--- config.mk ---
export PLATFORM = sky130hd
export DESIGN_NAME = dtcr_ndiv
export DESIGN_NICKNAME = d
export VERILOG_FILES = /design/src/sv/dtcr_pkg.sv /design/src/sv/dtcr_ndiv.sv
export SDC_FILE = /design/constraint.sdc
export NUM_CORES = 2
export LEC_CHECK = 0
export ABC_CLOCK_PERIOD_IN_PS = 17100
export BUFFER_PORTS_ARGS = -buffer_cell sky130_fd_sc_hd__buf_2
export CAP_MARGIN = 5
export CORE_MARGIN = 4
export CORE_UTILIZATION = 40
export DETAILED_ROUTE_END_ITERATION = 7
export SLEW_MARGIN = 20
export SYNTH_ARGS = -nofsm -noshare
export SYNTH_HDL_FRONTEND = slang
export SYNTH_SLANG_ARGS = --single-unit
--- constraint.sdc ---
create_clock -name clk -period 17.1 [get_ports clk]
set_input_delay 4.275 -clock clk [delete_from_list [all_inputs] [get_ports clk]]
set_output_delay 4.275 -clock clk [all_outputs]
set_load 0.1 [all_outputs]
--- src/sv/dtcr_pkg.sv ---
package dtcr_pkg;

    // Input field widths
    localparam int COORD_BITS = 12;
    localparam int DEPTH_BITS = 16;

    // Fixed field widths
    localparam int INTR_W    = 16;
    localparam int ROT_W     = 16;
    localparam int T_W       = 20;
    localparam int CC_W      = 12;
    localparam int IDX_W     = 24;
    localparam int OUT_D_W   = 16;
    localparam int CFG_IDX_W = 3;
    localparam int CFG_D_W   = 64;

    // Register indexes
    localparam logic [CFG_IDX_W-1:0] REG_DEPTH_INTR = 3'd0;
    localparam logic [CFG_IDX_W-1:0] REG_COLOR_INTR = 3'd1;
    localparam logic [CFG_IDX_W-1:0] REG_ROT_ROW0   = 3'd2;
    localparam logic [CFG_IDX_W-1:0] REG_ROT_ROW1   = 3'd3;
    localparam logic [CFG_IDX_W-1:0] REG_ROT_ROW2   = 3'd4;
    localparam logic [CFG_IDX_W-1:0] REG_TRANS      = 3'd5;
    localparam logic [CFG_IDX_W-1:0] REG_COLOR_SIZE = 3'd6;

    // Normalised coordinate divider
    localparam int MAG_W   = (COORD_BITS + 4 > INTR_W) ? COORD_BITS + 4 : INTR_W;
    localparam int DIFF_W  = MAG_W + 1;
    localparam int NDEN_W  = INTR_W + 1;
    localparam int NDIV_NW = MAG_W + NDEN_W;
    localparam int Q_LO_W  = NDEN_W;
    localparam int Q_HI_W  = NDIV_NW - Q_LO_W;

    // Back-projection
    localparam int PM_W     = DEPTH_BITS + NDIV_NW;
    localparam int XM_W     = PM_W - 11;
    localparam int X_W      = XM_W + 1;
    localparam int X_LO_W   = 20;
    localparam int X_HI_W   = X_W - X_LO_W;
    localparam int Z_W      = DEPTH_BITS + 4;
    localparam int XRND     = 2048;

    // Rigid transform
    localparam int RL_W  = ROT_W + X_LO_W + 1;
    localparam int RH_W  = ROT_W + X_HI_W;
    localparam int RZ_W  = ROT_W + Z_W + 1;
    localparam int S_W   = X_W + 18;
    localparam int SQ_W  = S_W - 14;
    localparam int SRND  = 8192;
    localparam int P_MAG_W = 44;
    localparam int P_W     = P_MAG_W + 2;
    localparam logic [63:0] P_LIMIT = (64'd1 << P_MAG_W) - 64'd1;

    // Projection
    localparam int P_LO_W  = 23;
    localparam int P_HI_W  = P_W - P_LO_W;
    localparam int JL_W    = P_LO_W + 1 + INTR_W + 1;
    localparam int JH_W    = P_HI_W + INTR_W + 1;
    localparam int NC_W    = 64;
    localparam int PDEN_W  = P_MAG_W + 5;
    localparam int PDIV_N  = CC_W + 1;

    // Stage numbers, counted from the input registers
    localparam int K_NQ   = NDIV_NW;
    localparam int K_X    = K_NQ + 3;
    localparam int K_RQ   = K_NQ + 7;
    localparam int K_P    = K_NQ + 8;
    localparam int K_JN   = K_NQ + 12;
    localparam int K_DQ   = K_JN + PDIV_N;
    localparam int SIDE_N = K_DQ + 1;

    typedef struct packed {
        logic                  ok;
        logic                  last;
        logic [DEPTH_BITS-1:0] d;
    } side_t;

endpackage

--- src/sv/dtcr_ndiv.sv ---
module dtcr_ndiv import dtcr_pkg::*;
(
    input  logic               clk,
    input  logic [NDIV_NW-1:0] num,
    input  logic [NDEN_W-1:0]  den,
    input  logic               neg_in,
    output logic [NDIV_NW-1:0] quot,
    output logic               neg_out
);

    // Restoring divider, one quotient bit per stage
    logic [NDEN_W-1:0]  rem_reg  [NDIV_NW];
    logic [NDEN_W-1:0]  rem_next [NDIV_NW];
    logic [NDIV_NW-1:0] num_reg  [NDIV_NW];
    logic [NDIV_NW-1:0] num_next [NDIV_NW];
    logic [NDIV_NW-1:0] quot_reg [NDIV_NW];
    logic [NDIV_NW-1:0] quot_next[NDIV_NW];
    logic               neg_reg  [NDIV_NW];
    logic               neg_next [NDIV_NW];

    logic [NDEN_W-1:0]  rem_in [NDIV_NW];
    logic [NDIV_NW-1:0] num_in [NDIV_NW];
    logic [NDIV_NW-1:0] quot_in[NDIV_NW];
    logic               neg_i  [NDIV_NW];
    logic [NDEN_W:0]    trial  [NDIV_NW];
    logic [NDEN_W:0]    sub    [NDIV_NW];
    logic               ge     [NDIV_NW];

    always_comb
    begin
        for (int j = 0; j < NDIV_NW; j++)
        begin
            if (j == 0)
            begin
                rem_in[j]  = '0;
                num_in[j]  = num;
                quot_in[j] = '0;
                neg_i[j]   = neg_in;
            end
            else
            begin
                rem_in[j]  = rem_reg[j-1];
                num_in[j]  = num_reg[j-1];
                quot_in[j] = quot_reg[j-1];
                neg_i[j]   = neg_reg[j-1];
            end
            trial[j]     = {rem_in[j], num_in[j][NDIV_NW-1]};
            ge[j]        = trial[j] >= {1'b0, den};
            sub[j]       = trial[j] - {1'b0, den};
            rem_next[j]  = ge[j] ? sub[j][NDEN_W-1:0] : trial[j][NDEN_W-1:0];
            num_next[j]  = num_in[j] << 1;
            quot_next[j] = {quot_in[j][NDIV_NW-2:0], ge[j]};
            neg_next[j]  = neg_i[j];
        end
    end

    always_ff @(posedge clk)
    begin
        for (int j = 0; j < NDIV_NW; j++)
        begin
            rem_reg[j]  <= rem_next[j];
            num_reg[j]  <= num_next[j];
            quot_reg[j] <= quot_next[j];
            neg_reg[j]  <= neg_next[j];
        end
    end

    assign quot    = quot_reg[NDIV_NW-1];
    assign neg_out = neg_reg[NDIV_NW-1];

endmodule

Word-level counts from Yosys, hierarchy flattened --
Memories as Yosys holds them, arrays and structs flattened. Cells that the tools add are included.
Word-level totals: memories 4, output and inout port bits 34, RAM bits 2739, bits in registers 0, input port bits 52
Operators by class: muxes and demuxes 33, $add $sub $neg 33, order comparisons 33
Memories:
- quot_reg | words 33, bits a word 33, read ports 33, clocked after memory_dff 0, wr ports 33, RTL line dtcr_ndiv.sv:16 | logic [NDIV_NW-1:0] quot_reg [NDIV_NW];
- num_reg | words 33, bits a word 32, read ports 32, clocked after memory_dff 0, wr ports 33, RTL line dtcr_ndiv.sv:14 | logic [NDIV_NW-1:0] num_reg [NDIV_NW];
- rem_reg | words 33, bits a word 17, read ports 32, clocked after memory_dff 0, wr ports 33, RTL line dtcr_ndiv.sv:12 | logic [NDEN_W-1:0] rem_reg [NDIV_NW];
- neg_reg | words 33, bits a word 1, read ports 33, clocked after memory_dff 0, wr ports 33, RTL line dtcr_ndiv.sv:18 | logic neg_reg [NDIV_NW];
Operators with widths (number):
- 18-bit by 17-bit greater-or-equal comparator with 1-bit output | 32
- 17-bit 2-to-1 mux | 33
- 17-bit subtractor | 32
- 1-bit by 17-bit greater-or-equal comparator with 1-bit output | 1
- 1-bit by 17-bit subtractor with 17-bit output | 1

Depth between registers and ports, before layout --
An unclocked memory read counts as a cell.
word-level depth 3, depth in mapped cells 15, depth with buffers taken out 13

Worst setup path before layout --
No wires, ideal clock.
kind in2reg, start point in den[1], end point mem rem_reg[0][109] (netlist bit), library setup time 0.121 ns, required time 16.979 ns, stages 13, setup slack 8.204 ns, path buffers 2, arrival 8.775 ns, path through clkbuf_1 -> inv_1 -> fa_1 -> a21oi_1 -> o311ai_0 -> o211ai_1 -> nand2b_1 -> o2111ai_1 -> a31oi_1 -> o21ai_1 -> nand2_1 -> buf_4 -> mux2_2
RTL lines:
- start, declared | RTL line dtcr_ndiv.sv:5 | input logic [NDEN_W-1:0] den,
- end, declared | RTL line dtcr_ndiv.sv:12

==> qor.csv <==
metric,value,unit
numCtsBuffers,170,
dieArea,162500,sq um
critPathMaxStageDelay,0.69,ns
synth_top_family_by_area,compound AO/OA/AOI/OAI gates,
fin_crit_sh,0.4626,
drtIter0Drc,2118,
preCtsSetupSlack,8.270,ns
timing.rr.start,num_reg[0][415]$_DFF_P_,
via_per_inst,4.966,
clkSinkCount,1666,
status,"complete, no violations",
track_usage,0.1492,
yosysWarnings,0,
largest_reg_flops,561,
dieHeight,403.2,um
critPathTopFamily,buffers and inverters,
grt_pass1_vias,39670,
p_per_area,186.8,nW/um^2
final_common_cell,dfxtp_1,
syn2layout_area_growth,14.63,%
place_area,65450,sq um
stdcell_area,71590,sq um
setup_viol,0,
synth_xor_area_frac,0.05904,
whs_path_depth,0,
wl_per_cell,15.15,um
async_flop_share,0,
path_max_fanout,22,
r2r_end,rem_reg[0][222]$_DFF_P_,
slew_viol_final,0,
drt_wl_total,122900,um
reg2reg_slack,13.32,ns
syn_inst,5709,
place.gp.congestion,0.8537,
cts-root-buf,clkbuf_16,
coreArea,154600,sq um
hold_violations,0,
hold_slack,0.3053,ns
synth-simple-area-share,0.08161,
syn_area,62460,sq um
required,17.79,ns
ir_worst_vdd,0.1013,mV
overflow,0,
first_pass_iters,5,
synth_top_flop_cell,dfxtp_1,
arrival,8.60,ns
r2r_cells,13,
worstSkewPairLatency,0.80,ns
fp.dieW,403.2,um
clk_pin_slew,0.06,ns
hpwl,85160,um
io_pins,86,
rsz0062_at_grt,false,
relSlewSlack,0.3311,
hold_path_class,reg2reg,
row_count,144,
muxShareOfSynthArea,0.04698,
antenna_cells,0,
final_cell_mix,"1666 x dfxtp_1, 546 x ha_1, 397 x a21oi_1",
synth_area_per_cell,10.94,sq um
initial_core_util,0.4040,
cp_num_buf_inv,4,
min_period,7.911,ns
postRouteAntennaNets,0,
io_buffers,85,
start_kind,input port,
antenna_found_initial,1,
nets,6554,
fmax,126.4,MHz
synth_compound_area_frac,0.1415,
p_leak,31.29,nW
synth_adder_area_share,0.1193,
grt_max_degree,35,
ys_ff_latch,1666,
cts_tree,yes,
worst_slack,9.189,ns
cp_cell_sequence,buf_2 > clkinv_2 > buf_4 > fa_1 > a211oi_1 > o21ai_0 > a21oi_1 > a21oi_1 > o31a_1 > o21ai_0 > and2_0 > buf_4 > mux2_2,
worstHoldStart,num_reg[0][217]$_DFF_P_,
end_kind,flop,
postCtsResizedCells,0,
cts.path.max_buffers,3,
h-tree-depth,4,
post_cts_buffers,0,
synth_edf_count,0,
holdBufCountCts,0,
synth_seq_area_share,0.5340,
grt_pass1_wl,199800,um
crit_slowest_cell,and2_0,
fin_skew,0.02606,ns
tns,0,ns
drc_errors,0,
vias,40280,
tightest_slew,1.003,ns
synth.distinct_cells,82,
holdPathEnd,num_reg[0][250]$_DFF_P_,
synth_nets,6338,
layout-drive-gt1-share,0.1173,
maxCapViolCount,0,
crit_type,in2reg,
metal layers:
layer  vias to the layer above  part of all wire  GRT usage
met3                       218             0.040    0.02871
met5                         -                 0          0
met4                         0             0.025    0.04657
met2                       659              0.47     0.2526
li1                      20680                 -          -
met1                     18730              0.47     0.1925
final cells by class:
| cell class | instances | area, sq um |
|---|---|---|
| Clock buffer | 225 | 4761 |
| Clock inverter | 90 | 1348 |
| Inverter | 197 | 740.7 |
| Timing Repair Buffer | 129 | 759.5 |
| Fill cell | 14210 | 82990 |
| Tap cell | 2044 | 2557 |
| Multi-Input combinational cell | 3761 | 28080 |
| Sequential cell | 1666 | 33350 |
cell usage after synthesis (12+ instances only):
cell / count / area [sq um]
dfxtp_1: 1666 / 33350
ha_1: 546 / 6832
a21oi_1: 397 / 1987
o21ai_0: 389 / 1947
nand2_1: 387 / 1453
nor2_1: 268 / 1006
xnor2_1: 264 / 2312
mux2_2: 233 / 2624
inv_1: 197 / 739.5
a21o_1: 195 / 1464
xor2_1: 157 / 1375
o21bai_1: 81 / 608.1
nand4_1: 73 / 456.7
o21a_1: 67 / 503.0
nand3_1: 65 / 325.3
clkbuf_1: 64 / 240.2
nor3_1: 56 / 280.3
nand2b_1: 53 / 331.6
nor2b_1: 52 / 325.3
a31oi_1: 42 / 262.8
a211oi_1: 39 / 292.8
fa_1: 31 / 620.6
o31ai_1: 30 / 225.2
or3_1: 28 / 175.2
and3_1: 24 / 150.1
or2_2: 23 / 143.9
mux2i_1: 19 / 190.2
o211ai_1: 18 / 135.1
nor4_1: 16 / 100.1
buf_2: 15 / 75.07
a211o_1: 14 / 122.6
o31a_1: 14 / 122.6
a21boi_0: 12 / 90.09
through the flow:
stage          utilization  total power (W)  cells
3_3_place_gp        0.4234         0.009445   7796
5_1_grt             0.4631          0.01428   8112
4_1_cts             0.4629          0.01351   8111
3_5_place_dp        0.4234         0.009513   7796
6_report            0.4631          0.01337   8112
2_1_floorplan            -         0.008634   5709
where the power goes:
group	switching, W	total, W	internal, W	leakage (nW)
registers	0.000355	0.00504	0.00469	13.9
logic	0.00237	0.00443	0.00205	14.5
clock network	0.00155	0.00390	0.00235	2.96
worst max path at each step:
stage	endpoint	start	cells after the start	slack, ns
after global routing	rem_reg[0][222]$_DFF_P_	den[1]	13	8.88
final	rem_reg[0][222]$_DFF_P_	den[1]	13	9.19
after detailed placement	rem_reg[0][431]$_DFF_P_	den[1]	13	8.27
after CTS	rem_reg[0][441]$_DFF_P_	den[1]	13	9.15
after floorplan	rem_reg[0][109]$_DFF_P_	den[1]	13	8.20
after global placement	rem_reg[0][427]$_DFF_P_	den[1]	13	8.35
logic make-up after synthesis:
family | count (synthesis)
and+or+nand+nor | 1090
DFF | 1666
buffers and inverters | 282
muxes | 260
adders and majority gates | 577
xor gates and xnor gates | 421
AOI/OAI and AO/OA | 1413
worst reg2reg max path: cells and delay by family (launching register included):
family / cells / cell delay, ns
fa+ha+maj: 2 / 0.59
buf+inv: 3 / 0.46
flops: 1 / 0.32
mux: 1 / 0.34
simple gates: 1 / 0.69
compound gates: 6 / 1.29
Note: power is estimated with default switching activity, not from simulation.
